File: config.mk
export PLATFORM = sky130hd
export DESIGN_NAME = bounded_array_list_engine_core_flat
export DESIGN_NICKNAME = d
export VERILOG_FILES = /design/src/design/bale_pkg.sv /design/src/design/bale_ifs.sv /design/src/design/bounded_array_list_engine_core.sv /design/src/design/bale_ctrl.sv /design/src/design/bale_dp.sv /design/src/flat_wrapper.sv
export SDC_FILE = /design/constraint.sdc
export NUM_CORES = 1
export LEC_CHECK = 0
export ABC_AREA = 1
export BUFFER_PORTS_ARGS = -buffer_cell sky130_fd_sc_hd__clkbuf_2
export CAP_MARGIN = 20
export CORE_UTILIZATION = 50
export CTS_BUF_LIST = sky130_fd_sc_hd__clkbuf_2
export CTS_CLUSTER_SIZE = 28
export DETAILED_ROUTE_END_ITERATION = 16
export MAX_ROUTING_LAYER = met4
export PLACE_DENSITY_LB_ADDON = 0.2
export SLEW_MARGIN = 10
export SYNTH_ARGS = -nofsm -noshare
export SYNTH_HDL_FRONTEND = slang
export SYNTH_HIERARCHICAL = 1
export SYNTH_SLANG_ARGS = --single-unit
File: constraint.sdc
create_clock -name clk -period 10 [get_ports clk]
set_input_delay 2 -clock clk [delete_from_list [all_inputs] [get_ports clk]]
set_output_delay 2 -clock clk [all_outputs]
set_load 0.05 [all_outputs]
File: src/design/bale_pkg.sv
// ----------------------------------------------------------------------------
// bale_pkg: shared types and constants of the bounded array list engine
// Field widths of the item channels, operation and status codes, controller
// states, and the command and status structs between controller and datapath.
// ----------------------------------------------------------------------------
package bale_pkg;

    // default sizing of the list
    localparam int unsigned DEPTH_DEF         = 8;
    localparam int unsigned KEY_WIDTH_DEF     = 32;
    localparam int unsigned PAYLOAD_WIDTH_DEF = 32;

    // fixed widths of the channel fields
    localparam int unsigned KIND_W   = 3;
    localparam int unsigned POS_W    = 4;
    localparam int unsigned KEY_W    = 32;
    localparam int unsigned PAY_W    = 32;
    localparam int unsigned STATUS_W = 3;
    localparam int unsigned FIDX_W   = 3;
    localparam int unsigned COUNT_W  = 4;

    // operation codes
    typedef enum logic [KIND_W-1:0] {
        KIND_APPEND = 3'd0,
        KIND_INSERT = 3'd1,
        KIND_SEARCH = 3'd2,
        KIND_DELETE = 3'd3,
        KIND_READ   = 3'd4
    } kind_t;

    // result status codes
    typedef enum logic [STATUS_W-1:0] {
        STAT_OK        = 3'd0,
        STAT_FULL      = 3'd1,
        STAT_EMPTY     = 3'd2,
        STAT_BAD_POS   = 3'd3,
        STAT_NOT_FOUND = 3'd4
    } status_t;

    // controller states
    typedef enum logic [2:0] {
        S_IDLE,
        S_DECODE,
        S_SHIFT_UP,
        S_INS_WRITE,
        S_SHIFT_DOWN,
        S_SCAN,
        S_FETCH,
        S_FINISH
    } state_t;

    // walk pointer updates
    typedef enum logic [2:0] {
        WALK_HOLD,
        WALK_ZERO,
        WALK_POS,
        WALK_POS_NEXT,
        WALK_LAST,
        WALK_INC,
        WALK_DEC
    } walk_op_t;

    // write port address and data selection
    typedef enum logic [1:0] {
        WR_NEW_AT_COUNT,
        WR_NEW_AT_POS,
        WR_SHIFT_UP,
        WR_SHIFT_DOWN
    } wr_sel_t;

    // entry counter updates
    typedef enum logic [1:0] {
        CNT_HOLD,
        CNT_INC,
        CNT_DEC
    } cnt_op_t;

    // controller to datapath
    typedef struct packed {
        logic     load_item;
        walk_op_t walk_op;
        logic     wr_en;
        wr_sel_t  wr_sel;
        cnt_op_t  cnt_op;
        logic     res_we;
        status_t  res_status;
        logic     res_carry;
        logic     emit;
    } cmd_t;

    // datapath to controller
    typedef struct packed {
        kind_t kind;
        logic  full;
        logic  empty;
        logic  pos_gt_count;
        logic  pos_ge_count;
        logic  pos_is_last;
        logic  walk_at_pos;
        logic  walk_at_last;
        logic  key_match;
        logic  out_free;
    } flags_t;

endpackage

File: src/design/bale_ifs.sv
// ----------------------------------------------------------------------------
// bale item channels
// Valid/ready channels for the operation items and for the result items.
// ----------------------------------------------------------------------------
interface bale_req_if;
    logic                            valid;
    logic                            ready;
    logic [bale_pkg::KIND_W-1:0]     kind;
    logic [bale_pkg::POS_W-1:0]      position;
    logic [bale_pkg::KEY_W-1:0]      entry_key;
    logic [bale_pkg::PAY_W-1:0]      entry_payload;

    modport source (
        output valid, kind, position, entry_key, entry_payload,
        input  ready
    );
    modport sink (
        input  valid, kind, position, entry_key, entry_payload,
        output ready
    );
endinterface

interface bale_rsp_if;
    logic                            valid;
    logic                            ready;
    logic [bale_pkg::STATUS_W-1:0]   status;
    logic [bale_pkg::FIDX_W-1:0]     found_index;
    logic [bale_pkg::KEY_W-1:0]      out_key;
    logic [bale_pkg::PAY_W-1:0]      out_payload;
    logic [bale_pkg::COUNT_W-1:0]    entry_count;

    modport source (
        output valid, status, found_index, out_key, out_payload, entry_count,
        input  ready
    );
    modport sink (
        input  valid, status, found_index, out_key, out_payload, entry_count,
        output ready
    );
endinterface

File: src/design/bounded_array_list_engine_core.sv
// Early-out cases, append among them, go from decode straight to finish; a read
// passes through a fetch state first. Shifts and searches walk the entry memory
// (one write port, one registered read port) one entry a cycle.
// One item is in work at a time; the next is taken while a result waits in the
// output register. Reset clears the controller state, the entry count and the output valid only;
// entry memory contents are left undefined and never read before written.
// ----------------------------------------------------------------------------
// bounded_array_list_engine_core: bounded ordered list engine
// Append, insert, search, delete and read on a list of up to DEPTH entries,
// each a key and a payload word, with one status result per operation.
// ----------------------------------------------------------------------------
module bounded_array_list_engine_core #(
    parameter int unsigned DEPTH         = bale_pkg::DEPTH_DEF,
    parameter int unsigned KEY_WIDTH     = bale_pkg::KEY_WIDTH_DEF,
    parameter int unsigned PAYLOAD_WIDTH = bale_pkg::PAYLOAD_WIDTH_DEF
) (
    input  logic           clk,
    input  logic           rst_n,
    bale_req_if.sink       req,
    bale_rsp_if.source     rsp
);

    bale_pkg::cmd_t   cmd;
    bale_pkg::flags_t flags;
    logic             in_ready;

    assign req.ready = in_ready;

    // sequencer
    bale_ctrl u_ctrl (
        .clk       (clk),
        .rst_n     (rst_n),
        .req_valid (req.valid),
        .flags     (flags),
        .in_ready  (in_ready),
        .cmd       (cmd)
    );

    // entry store and result path
    bale_dp #(
        .DEPTH         (DEPTH),
        .KEY_WIDTH     (KEY_WIDTH),
        .PAYLOAD_WIDTH (PAYLOAD_WIDTH)
    ) u_dp (
        .clk           (clk),
        .rst_n         (rst_n),
        .cmd           (cmd),
        .flags         (flags),
        .kind          (req.kind),
        .position      (req.position),
        .entry_key     (req.entry_key),
        .entry_payload (req.entry_payload),
        .out_valid     (rsp.valid),
        .out_ready     (rsp.ready),
        .status        (rsp.status),
        .found_index   (rsp.found_index),
        .out_key       (rsp.out_key),
        .out_payload   (rsp.out_payload),
        .entry_count   (rsp.entry_count)
    );

    // a result is only loaded into a free output register
    assert property (@(posedge clk) disable iff (!rst_n)
        cmd.emit |-> flags.out_free)
        else $error("result loaded over an untaken result");

    // a loaded result shows as valid in the next cycle
    assert property (@(posedge clk) disable iff (!rst_n)
        cmd.emit |=> rsp.valid)
        else $error("loaded result not presented");

    // an accepted item closes the input until its work is done
    assert property (@(posedge clk) disable iff (!rst_n)
        cmd.load_item |=> !req.ready)
        else $error("input open while an item is in work");

    // the count never grows past a full list nor drops below empty
    assert property (@(posedge clk) disable iff (!rst_n)
        (cmd.cnt_op == bale_pkg::CNT_INC |-> !flags.full) and
        (cmd.cnt_op == bale_pkg::CNT_DEC |-> !flags.empty))
        else $error("entry count out of range");

endmodule

File: src/design/bale_ctrl.sv
// ----------------------------------------------------------------------------
// bale_ctrl: operation sequencer
// Decodes each accepted item against the list state, walks the entry store
// for shifts and searches, and hands the result to the output register.
// ----------------------------------------------------------------------------
module bale_ctrl (
    input  logic              clk,
    input  logic              rst_n,
    input  logic              req_valid,
    input  bale_pkg::flags_t  flags,
    output logic              in_ready,
    output bale_pkg::cmd_t    cmd
);

    bale_pkg::state_t state_reg;
    bale_pkg::state_t state_next;

    // state register
    always_ff @(posedge clk or negedge rst_n)
    begin
        if (!rst_n)
        begin
            state_reg <= bale_pkg::S_IDLE;
        end
        else
        begin
            state_reg <= state_next;
        end
    end

    // next state
    always_comb
    begin
        state_next = state_reg;
        case (state_reg)
            bale_pkg::S_IDLE:
            begin
                if (req_valid)
                begin
                    state_next = bale_pkg::S_DECODE;
                end
            end
            bale_pkg::S_DECODE:
            begin
                state_next = bale_pkg::S_FINISH;
                case (flags.kind)
                    bale_pkg::KIND_INSERT:
                    begin
                        if (!flags.full && !flags.pos_ge_count)
                        begin
                            state_next = bale_pkg::S_SHIFT_UP;
                        end
                    end
                    bale_pkg::KIND_SEARCH:
                    begin
                        if (!flags.empty)
                        begin
                            state_next = bale_pkg::S_SCAN;
                        end
                    end
                    bale_pkg::KIND_DELETE:
                    begin
                        if (!flags.empty && !flags.pos_ge_count && !flags.pos_is_last)
                        begin
                            state_next = bale_pkg::S_SHIFT_DOWN;
                        end
                    end
                    bale_pkg::KIND_READ:
                    begin
                        if (!flags.pos_ge_count)
                        begin
                            state_next = bale_pkg::S_FETCH;
                        end
                    end
                    default:
                    begin
                        state_next = bale_pkg::S_FINISH;
                    end
                endcase
            end
            bale_pkg::S_SHIFT_UP:
            begin
                if (flags.walk_at_pos)
                begin
                    state_next = bale_pkg::S_INS_WRITE;
                end
            end
            bale_pkg::S_INS_WRITE:
            begin
                state_next = bale_pkg::S_FINISH;
            end
            bale_pkg::S_SHIFT_DOWN:
            begin
                if (flags.walk_at_last)
                begin
                    state_next = bale_pkg::S_FINISH;
                end
            end
            bale_pkg::S_SCAN:
            begin
                if (flags.key_match || flags.walk_at_last)
                begin
                    state_next = bale_pkg::S_FINISH;
                end
            end
            bale_pkg::S_FETCH:
            begin
                state_next = bale_pkg::S_FINISH;
            end
            bale_pkg::S_FINISH:
            begin
                if (flags.out_free)
                begin
                    state_next = bale_pkg::S_IDLE;
                end
            end
            default:
            begin
                state_next = bale_pkg::S_IDLE;
            end
        endcase
    end

    // command outputs
    always_comb
    begin
        in_ready       = 1'b0;
        cmd            = '0;
        cmd.walk_op    = bale_pkg::WALK_HOLD;
        cmd.wr_sel     = bale_pkg::WR_NEW_AT_COUNT;
        cmd.cnt_op     = bale_pkg::CNT_HOLD;
        cmd.res_status = bale_pkg::STAT_OK;
        case (state_reg)
            bale_pkg::S_IDLE:
            begin
                in_ready      = 1'b1;
                cmd.load_item = req_valid;
            end
            bale_pkg::S_DECODE:
            begin
                cmd.res_we = 1'b1;
                case (flags.kind)
                    bale_pkg::KIND_APPEND:
                    begin
                        if (flags.full)
                        begin
                            cmd.res_status = bale_pkg::STAT_FULL;
                        end
                        else
                        begin
                            cmd.wr_en  = 1'b1;
                            cmd.wr_sel = bale_pkg::WR_NEW_AT_COUNT;
                            cmd.cnt_op = bale_pkg::CNT_INC;
                        end
                    end
                    bale_pkg::KIND_INSERT:
                    begin
                        if (flags.full)
                        begin
                            cmd.res_status = bale_pkg::STAT_FULL;
                        end
                        else if (flags.pos_gt_count)
                        begin
                            cmd.res_status = bale_pkg::STAT_BAD_POS;
                        end
                        else if (flags.pos_ge_count)
                        begin
                            // insert at the end is an append
                            cmd.wr_en  = 1'b1;
                            cmd.wr_sel = bale_pkg::WR_NEW_AT_COUNT;
                            cmd.cnt_op = bale_pkg::CNT_INC;
                        end
                        else
                        begin
                            cmd.res_we  = 1'b0;
                            cmd.walk_op = bale_pkg::WALK_LAST;
                        end
                    end
                    bale_pkg::KIND_SEARCH:
                    begin
                        if (flags.empty)
                        begin
                            cmd.res_status = bale_pkg::STAT_EMPTY;
                        end
                        else
                        begin
                            cmd.res_we  = 1'b0;
                            cmd.walk_op = bale_pkg::WALK_ZERO;
                        end
                    end
                    bale_pkg::KIND_DELETE:
                    begin
                        if (flags.empty)
                        begin
                            cmd.res_status = bale_pkg::STAT_EMPTY;
                        end
                        else if (flags.pos_ge_count)
                        begin
                            cmd.res_status = bale_pkg::STAT_BAD_POS;
                        end
                        else if (flags.pos_is_last)
                        begin
                            // removing the last entry needs no shift
                            cmd.cnt_op = bale_pkg::CNT_DEC;
                        end
                        else
                        begin
                            cmd.res_we  = 1'b0;
                            cmd.walk_op = bale_pkg::WALK_POS_NEXT;
                        end
                    end
                    bale_pkg::KIND_READ:
                    begin
                        if (flags.pos_ge_count)
                        begin
                            cmd.res_status = bale_pkg::STAT_BAD_POS;
                        end
                        else
                        begin
                            cmd.res_we  = 1'b0;
                            cmd.walk_op = bale_pkg::WALK_POS;
                        end
                    end
                    default:
                    begin
                        // unused kinds report ok and change nothing
                        cmd.res_status = bale_pkg::STAT_OK;
                    end
                endcase
            end
            bale_pkg::S_SHIFT_UP:
            begin
                cmd.wr_en  = 1'b1;
                cmd.wr_sel = bale_pkg::WR_SHIFT_UP;
                if (!flags.walk_at_pos)
                begin
                    cmd.walk_op = bale_pkg::WALK_DEC;
                end
            end
            bale_pkg::S_INS_WRITE:
            begin
                cmd.wr_en  = 1'b1;
                cmd.wr_sel = bale_pkg::WR_NEW_AT_POS;
                cmd.cnt_op = bale_pkg::CNT_INC;
                cmd.res_we = 1'b1;
            end
            bale_pkg::S_SHIFT_DOWN:
            begin
                cmd.wr_en  = 1'b1;
                cmd.wr_sel = bale_pkg::WR_SHIFT_DOWN;
                if (flags.walk_at_last)
                begin
                    cmd.cnt_op = bale_pkg::CNT_DEC;
                    cmd.res_we = 1'b1;
                end
                else
                begin
                    cmd.walk_op = bale_pkg::WALK_INC;
                end
            end
            bale_pkg::S_SCAN:
            begin
                if (flags.key_match)
                begin
                    cmd.res_we    = 1'b1;
                    cmd.res_carry = 1'b1;
                end
                else if (flags.walk_at_last)
                begin
                    cmd.res_we     = 1'b1;
                    cmd.res_status = bale_pkg::STAT_NOT_FOUND;
                end
                else
                begin
                    cmd.walk_op = bale_pkg::WALK_INC;
                end
            end
            bale_pkg::S_FETCH:
            begin
                cmd.res_we    = 1'b1;
                cmd.res_carry = 1'b1;
            end
            bale_pkg::S_FINISH:
            begin
                cmd.emit = flags.out_free;
            end
            default:
            begin
                in_ready = 1'b0;
            end
        endcase
    end

endmodule

File: src/design/bale_dp.sv
// ----------------------------------------------------------------------------
// bale_dp: entry store and datapath
// Holds the latched item, the entry count, the entry memory with its walk
// pointer and registered read, the pending result and the output register.
// ----------------------------------------------------------------------------
module bale_dp #(
    parameter int unsigned DEPTH         = bale_pkg::DEPTH_DEF,
    parameter int unsigned KEY_WIDTH     = bale_pkg::KEY_WIDTH_DEF,
    parameter int unsigned PAYLOAD_WIDTH = bale_pkg::PAYLOAD_WIDTH_DEF
) (
    input  logic                             clk,
    input  logic                             rst_n,
    input  bale_pkg::cmd_t                   cmd,
    output bale_pkg::flags_t                 flags,
    input  logic [bale_pkg::KIND_W-1:0]      kind,
    input  logic [bale_pkg::POS_W-1:0]       position,
    input  logic [bale_pkg::KEY_W-1:0]       entry_key,
    input  logic [bale_pkg::PAY_W-1:0]       entry_payload,
    output logic                             out_valid,
    input  logic                             out_ready,
    output logic [bale_pkg::STATUS_W-1:0]    status,
    output logic [bale_pkg::FIDX_W-1:0]      found_index,
    output logic [bale_pkg::KEY_W-1:0]       out_key,
    output logic [bale_pkg::PAY_W-1:0]       out_payload,
    output logic [bale_pkg::COUNT_W-1:0]     entry_count
);

    localparam int unsigned IW    = (DEPTH > 1) ? $clog2(DEPTH) : 1;
    localparam int unsigned CW    = $clog2(DEPTH + 1);
    localparam int unsigned PW    = bale_pkg::POS_W;
    localparam int unsigned CMPW  = (CW > PW) ? CW : PW;
    localparam int unsigned EW    = KEY_WIDTH + PAYLOAD_WIDTH;
    localparam int unsigned FW    = bale_pkg::FIDX_W;
    localparam int unsigned OKW   = bale_pkg::KEY_W;
    localparam int unsigned OPW   = bale_pkg::PAY_W;
    localparam int unsigned OCW   = bale_pkg::COUNT_W;

    // latched item
    bale_pkg::kind_t          kind_reg;
    logic [PW-1:0]            pos_reg;
    logic [KEY_WIDTH-1:0]     key_reg;
    logic [PAYLOAD_WIDTH-1:0] pay_reg;

    // list state
    logic [CW-1:0]            count_reg;
    logic [CW-1:0]            count_next;
    logic [IW-1:0]            walk_reg;
    logic [IW-1:0]            walk_next;
    logic [EW-1:0]            mem [DEPTH];
    logic [EW-1:0]            rdata_reg;
    logic [IW-1:0]            wr_addr;
    logic [EW-1:0]            wr_data;

    // pending result and output register
    bale_pkg::status_t        res_status_reg;
    logic                     res_carry_reg;
    logic                     out_valid_reg;
    logic                     out_valid_next;
    logic [bale_pkg::STATUS_W-1:0] out_status_reg;
    logic [FW-1:0]            out_fidx_reg;
    logic [OKW-1:0]           out_key_reg;
    logic [OPW-1:0]           out_pay_reg;
    logic [OCW-1:0]           out_count_reg;

    logic [IW-1:0]            pos_idx;
    logic [IW-1:0]            last_idx;
    logic [CMPW-1:0]          pos_ext;
    logic [CMPW-1:0]          cnt_ext;
    logic [KEY_WIDTH-1:0]     rd_key;
    logic [PAYLOAD_WIDTH-1:0] rd_pay;

    assign pos_idx  = IW'(pos_reg);
    assign last_idx = IW'(count_reg - CW'(1));
    assign pos_ext  = CMPW'(pos_reg);
    assign cnt_ext  = CMPW'(count_reg);
    assign rd_key   = rdata_reg[EW-1:PAYLOAD_WIDTH];
    assign rd_pay   = rdata_reg[PAYLOAD_WIDTH-1:0];

    // item capture
    always_ff @(posedge clk)
    begin
        if (cmd.load_item)
        begin
            kind_reg <= bale_pkg::kind_t'(kind);
            pos_reg  <= position;
            key_reg  <= entry_key[KEY_WIDTH-1:0];
            pay_reg  <= entry_payload[PAYLOAD_WIDTH-1:0];
        end
    end

    // entry count
    always_comb
    begin
        case (cmd.cnt_op)
            bale_pkg::CNT_INC: count_next = count_reg + CW'(1);
            bale_pkg::CNT_DEC: count_next = count_reg - CW'(1);
            default:           count_next = count_reg;
        endcase
    end

    // walk pointer
    always_comb
    begin
        case (cmd.walk_op)
            bale_pkg::WALK_ZERO:     walk_next = '0;
            bale_pkg::WALK_POS:      walk_next = pos_idx;
            bale_pkg::WALK_POS_NEXT: walk_next = pos_idx + IW'(1);
            bale_pkg::WALK_LAST:     walk_next = last_idx;
            bale_pkg::WALK_INC:      walk_next = walk_reg + IW'(1);
            bale_pkg::WALK_DEC:      walk_next = walk_reg - IW'(1);
            default:                 walk_next = walk_reg;
        endcase
    end

    // write port selection
    always_comb
    begin
        case (cmd.wr_sel)
            bale_pkg::WR_NEW_AT_POS:
            begin
                wr_addr = pos_idx;
                wr_data = {key_reg, pay_reg};
            end
            bale_pkg::WR_SHIFT_UP:
            begin
                wr_addr = walk_reg + IW'(1);
                wr_data = rdata_reg;
            end
            bale_pkg::WR_SHIFT_DOWN:
            begin
                wr_addr = walk_reg - IW'(1);
                wr_data = rdata_reg;
            end
            default:
            begin
                wr_addr = IW'(count_reg);
                wr_data = {key_reg, pay_reg};
            end
        endcase
    end

    // entry memory, read data is registered alongside the walk pointer
    always_ff @(posedge clk)
    begin
        if (cmd.wr_en)
        begin
            mem[wr_addr] <= wr_data;
        end
        rdata_reg <= mem[walk_next];
    end

    // walk pointer, pending result and output payload
    always_ff @(posedge clk)
    begin
        walk_reg <= walk_next;
        if (cmd.res_we)
        begin
            res_status_reg <= cmd.res_status;
            res_carry_reg  <= cmd.res_carry;
        end
        if (cmd.emit)
        begin
            out_status_reg <= res_status_reg;
            // only a search reports the index it stopped at
            out_fidx_reg   <= (res_carry_reg && kind_reg == bale_pkg::KIND_SEARCH) ?
                              FW'(walk_reg) : '0;
            out_key_reg    <= res_carry_reg ? OKW'(rd_key) : '0;
            out_pay_reg    <= res_carry_reg ? OPW'(rd_pay) : '0;
            out_count_reg  <= OCW'(count_reg);
        end
    end

    // output handshake
    always_comb
    begin
        if (cmd.emit)
        begin
            out_valid_next = 1'b1;
        end
        else if (out_ready)
        begin
            out_valid_next = 1'b0;
        end
        else
        begin
            out_valid_next = out_valid_reg;
        end
    end

    // control registers
    always_ff @(posedge clk or negedge rst_n)
    begin
        if (!rst_n)
        begin
            count_reg     <= '0;
            out_valid_reg <= 1'b0;
        end
        else
        begin
            count_reg     <= count_next;
            out_valid_reg <= out_valid_next;
        end
    end

    // status towards the controller
    always_comb
    begin
        flags.kind         = kind_reg;
        flags.full         = (count_reg == CW'(DEPTH));
        flags.empty        = (count_reg == '0);
        flags.pos_gt_count = (pos_ext > cnt_ext);
        flags.pos_ge_count = (pos_ext >= cnt_ext);
        flags.pos_is_last  = (({1'b0, pos_ext} + (CMPW + 1)'(1)) == {1'b0, cnt_ext});
        flags.walk_at_pos  = (walk_reg == pos_idx);
        flags.walk_at_last = (walk_reg == last_idx);
        flags.key_match    = (rd_key == key_reg);
        flags.out_free     = !out_valid_reg || out_ready;
    end

    assign out_valid   = out_valid_reg;
    assign status      = out_status_reg;
    assign found_index = out_fidx_reg;
    assign out_key     = out_key_reg;
    assign out_payload = out_pay_reg;
    assign entry_count = out_count_reg;

endmodule

File: src/flat_wrapper.sv
// flat-port wrapper written by rule: the top's interface ports become plain ports
module bounded_array_list_engine_core_flat 
#(
    parameter int unsigned DEPTH         = bale_pkg::DEPTH_DEF,
    parameter int unsigned KEY_WIDTH     = bale_pkg::KEY_WIDTH_DEF,
    parameter int unsigned PAYLOAD_WIDTH = bale_pkg::PAYLOAD_WIDTH_DEF
)
  (clk, rst_n, req_valid, req_kind, req_position, req_entry_key, req_entry_payload, req_ready, rsp_valid, rsp_status, rsp_found_index, rsp_out_key, rsp_out_payload, rsp_entry_count, rsp_ready);
  bale_req_if req_i ();
  bale_rsp_if rsp_i ();
  input  logic clk;
  input  logic rst_n;
  input wire logic [$bits(req_i.valid)-1:0] req_valid;
  input wire logic [$bits(req_i.kind)-1:0] req_kind;
  input wire logic [$bits(req_i.position)-1:0] req_position;
  input wire logic [$bits(req_i.entry_key)-1:0] req_entry_key;
  input wire logic [$bits(req_i.entry_payload)-1:0] req_entry_payload;
  output wire logic [$bits(req_i.ready)-1:0] req_ready;
  output wire logic [$bits(rsp_i.valid)-1:0] rsp_valid;
  output wire logic [$bits(rsp_i.status)-1:0] rsp_status;
  output wire logic [$bits(rsp_i.found_index)-1:0] rsp_found_index;
  output wire logic [$bits(rsp_i.out_key)-1:0] rsp_out_key;
  output wire logic [$bits(rsp_i.out_payload)-1:0] rsp_out_payload;
  output wire logic [$bits(rsp_i.entry_count)-1:0] rsp_entry_count;
  input wire logic [$bits(rsp_i.ready)-1:0] rsp_ready;
  assign req_i.valid = req_valid;
  assign req_i.kind = req_kind;
  assign req_i.position = req_position;
  assign req_i.entry_key = req_entry_key;
  assign req_i.entry_payload = req_entry_payload;
  assign req_ready = req_i.ready;
  assign rsp_valid = rsp_i.valid;
  assign rsp_status = rsp_i.status;
  assign rsp_found_index = rsp_i.found_index;
  assign rsp_out_key = rsp_i.out_key;
  assign rsp_out_payload = rsp_i.out_payload;
  assign rsp_entry_count = rsp_i.entry_count;
  assign rsp_i.ready = rsp_ready;
  bounded_array_list_engine_core #(.DEPTH(DEPTH), .KEY_WIDTH(KEY_WIDTH), .PAYLOAD_WIDTH(PAYLOAD_WIDTH)) u_core (.clk(clk), .rst_n(rst_n), .req(req_i), .rsp(rsp_i));
endmodule
==> run_results.csv <==
group,metric,value,unit
sta,drv_slew,0,
setup_path,crit_path_end_kind,"flip-flop",
logic_synthesis,avgSynthCellArea,10.1,um2
sta,finalCriticalPeriod,6.60,ns
setup_path,cp.arrival,7.79,ns
clocking,clk_pin_slew,0.10,ns
clocking,clkSinkCount,736,
drt,drtAntennaViolNets,0,
logic_synthesis,ys_ff_latch,736,
layout,drive_gt1_frac,0.147,
logic_synthesis,syn_inst,3139,
clocking,clkLatencyLatePin,1.35,ns
placed_design,dp_hpwl,38.1,mm
logic_synthesis,synth_compound_area_frac,0.00971,
drt,wl_per_cell,16.8,um
clocking,holdBufCountCts,0,
layout,layout.nets,3437,
setup_path,path_class,"reg -> reg",
drt,first_pass_iters,5,
logic_synthesis,yosys.area_share.simple,0.203,
drt,vias,21900,
global_routing,grt_usage,0.239,
placed_design,gp_congestion,0.858,
drt,first_iter_violations,1720,
logic_synthesis,synth_edf_count,661,
clocking,h-tree-depth,4,
placed_design,io_buffer_count,150,
clocking,cts_buffers,182,
logic_synthesis,synth_top_family_by_area,"simple AND/OR/NAND/NOR gates",
logic_synthesis,yosysWarnings,6,
sta,fin_crit_sh,0.660,
die,die-area,64700,um2
logic_synthesis,synth-async-reset-ratio,0.0109,
logic_synthesis,synth_nets,3224,
drt,routed_wl,73.3,mm
sta,worstMarginPinSlew,1.12,ns
status,status,"finished, final reports clean",
sta,hold_viol_final,0,
sta,slew_headroom,0.252,
setup_path,worstPathMaxFanout,112,
drt,drc,0,
logic_synthesis,synth_cell_type_count,46,
sta,skew,0.0848,ns
clocking,tritoncts,"done",
global_routing,grt_pass1_vias,21300,
die,initial_core_util,0.506,
min_path,min_path_type,"reg -> reg",
clocking,cts_root_buf,"clkbuf_2",
logic_synthesis,synth_adder_area_share,0.00393,
sta,fmax,151,MHz
layout,area_growth,9.97,%
logic_synthesis,synthXorXnorAreaFrac,0.0113,
die,design.core.area,63000,um2
sta,setup_viol,0,
logic_synthesis,synthFlopType,"edfxtp_1",
setup_path,critPathLaunchType,"flip-flop",
die,die_y,254,um
layout,nFillCells,5548,
global_routing,antenna_found_initial,1,
sta,rsz0062_at_grt,"no",
die,rows,92,
clocking,post_cts.repair.setup_buffers,0,
flow_run,drv_cap,0,
global_routing,grt_pass1_wl,114,mm
die,io_pins,151,
die,die_w,254,um
logic_synthesis,yosysSeqAreaShare,0.672,
clocking,max-clock-path-buffers,3,
setup_path,cp.required,11.19,ns
clocking,cts-resized-gates,0,
logic_synthesis,synthesis.area,31800,um2
sta,fin_setup_tns,0,ns
layout,largest_reg_flops,512,
global_routing,grt-ovfl-total,0,
global_routing,grt_start_max_net_pins,129,
drt,routed_via_density,5.03,
logic_synthesis,synthMuxAreaShare,0,
## cell usage in the layout, fill, tap and decap left out, drive strengths merged, types with 27 or more instances in the layout
cell type / count
o21ai: 27
inv: 645
dfxtp: 67
clkinv: 54
nor2: 54
edfxtp: 661
buf: 29
nand2: 887
nand3: 543
clkbuf: 423
## metal layers
metal  global-route usage  up-vias  share of wire
li1                     -    10600              -
met2                0.386      750           0.49
met4               0.0991        0          0.024
met1                0.298    10400           0.43
met5                    -        -              0
met3               0.0452      144          0.063
## critical path, stage by stage, from the launching register on
cell and delay [ns]:
dfrtp_1 0.49, inv_1 0.17, ha_1 0.34, inv_1 0.07
o21bai_1 0.06, a221oi_1 0.31, nand2_1 0.25, nor2_1 0.30
nand3_1 0.14, o21a_1 0.12, o21ai_0 0.79, nand2_1 0.25
o21ai_2 0.36, nor2_1 0.17, nand2_8 0.56, buf_4 0.82
buf_4 0.71, nand3_1 0.18, nand3_1 0.13, nand2_1 0.08
nand2_1 0.05, nand2_1 0.06
## cells by family (layout without fill, tap and decap cells)
logic type,count (synthesis),after routing
buffers and inverters,790,1159
AOI/OAI and AO/OA,51,51
other,0,1
DFF,736,736
adders and majority gates,10,10
and+or+nand+nor,1511,1511
xor gates and xnor gates,41,41
## stage by stage
step	cell area [um2]	cells	hold WS, ns	setup slack (ns)	utilization
2_1_floorplan	31800	3139	0.400	0.118	-
4_1_cts	35000	4354	0.328	3.54	0.556
3_5_place_dp	33300	4014	0.406	3.58	0.528
3_3_place_gp	33200	4013	0.406	3.83	0.528
6_report	35000	4355	0.416	3.40	0.556
5_1_grt	35000	4355	0.360	2.84	0.556
## worst paths after layout
check	slack (ns)	cells past startpoint	startpoint	to
worst max-delay path	3.40	21	u_core/u_dp/cnt_ext[1]	u_core/u_dp/rdata_reg[0]
worst min-delay path	0.42	0	u_core/u_dp/res_status_reg[0]	u_core/u_dp/status[0]
worst max register to register	3.40	21	u_core/u_dp/cnt_ext[1]	u_core/u_dp/rdata_reg[0]
worst min register to register	0.42	0	u_core/u_dp/res_status_reg[0]	u_core/u_dp/status[0]
max in group asynchronous	9.27	1	rst_n	u_core/u_dp/cnt_ext[1]
min in group asynchronous	0.52	1	rst_n	u_core/u_ctrl/state_reg[2]
## area by class of cell
class                           instances  area (um2)  area share
Sequential cell                       736       21400       0.611
Multi-Input combinational cell       1613        7410       0.212
Inverter                              640        2410      0.0687
Clock buffer                          273        1370      0.0390
Tap cell                              846        1060      0.0302
Timing Repair Buffer                  179         988      0.0282
Clock inverter                         67         387      0.0110
Antenna cell                            1        2.50   0.0000715
## cell usage after synthesis, types with 3 or more instances
master / count / area share
nand2_1: 881 / 0.10
edfxtp_1: 661 / 0.62
inv_1: 635 / 0.075
nand3_1: 541 / 0.085
buf_2: 69 / 0.011
dfxtp_1: 67 / 0.042
nor2_1: 49 / 0.0058
clkbuf_1: 36 / 0.0042
xnor2_1: 25 / 0.0069
o21ai_0: 21 / 0.0033
buf_1: 20 / 0.0024
buf_4: 17 / 0.0040
xor2_1: 16 / 0.0044
nand4_1: 12 / 0.0024
ha_1: 10 / 0.0039
buf_6: 8 / 0.0028
dfrtp_1: 8 / 0.0063
a21oi_1: 6 / 0.00094
nand2_2: 6 / 0.0012
nor3_1: 5 / 0.00079
o21ai_1: 5 / 0.00079
inv_2: 4 / 0.00047
o22ai_1: 4 / 0.00079
nor2_4: 3 / 0.0011
nor4_1: 3 / 0.00059
or2_2: 3 / 0.00059
Power is not shown: default switching activity piles up to over one toggle a cycle in this logic, so the estimate is an artifact.
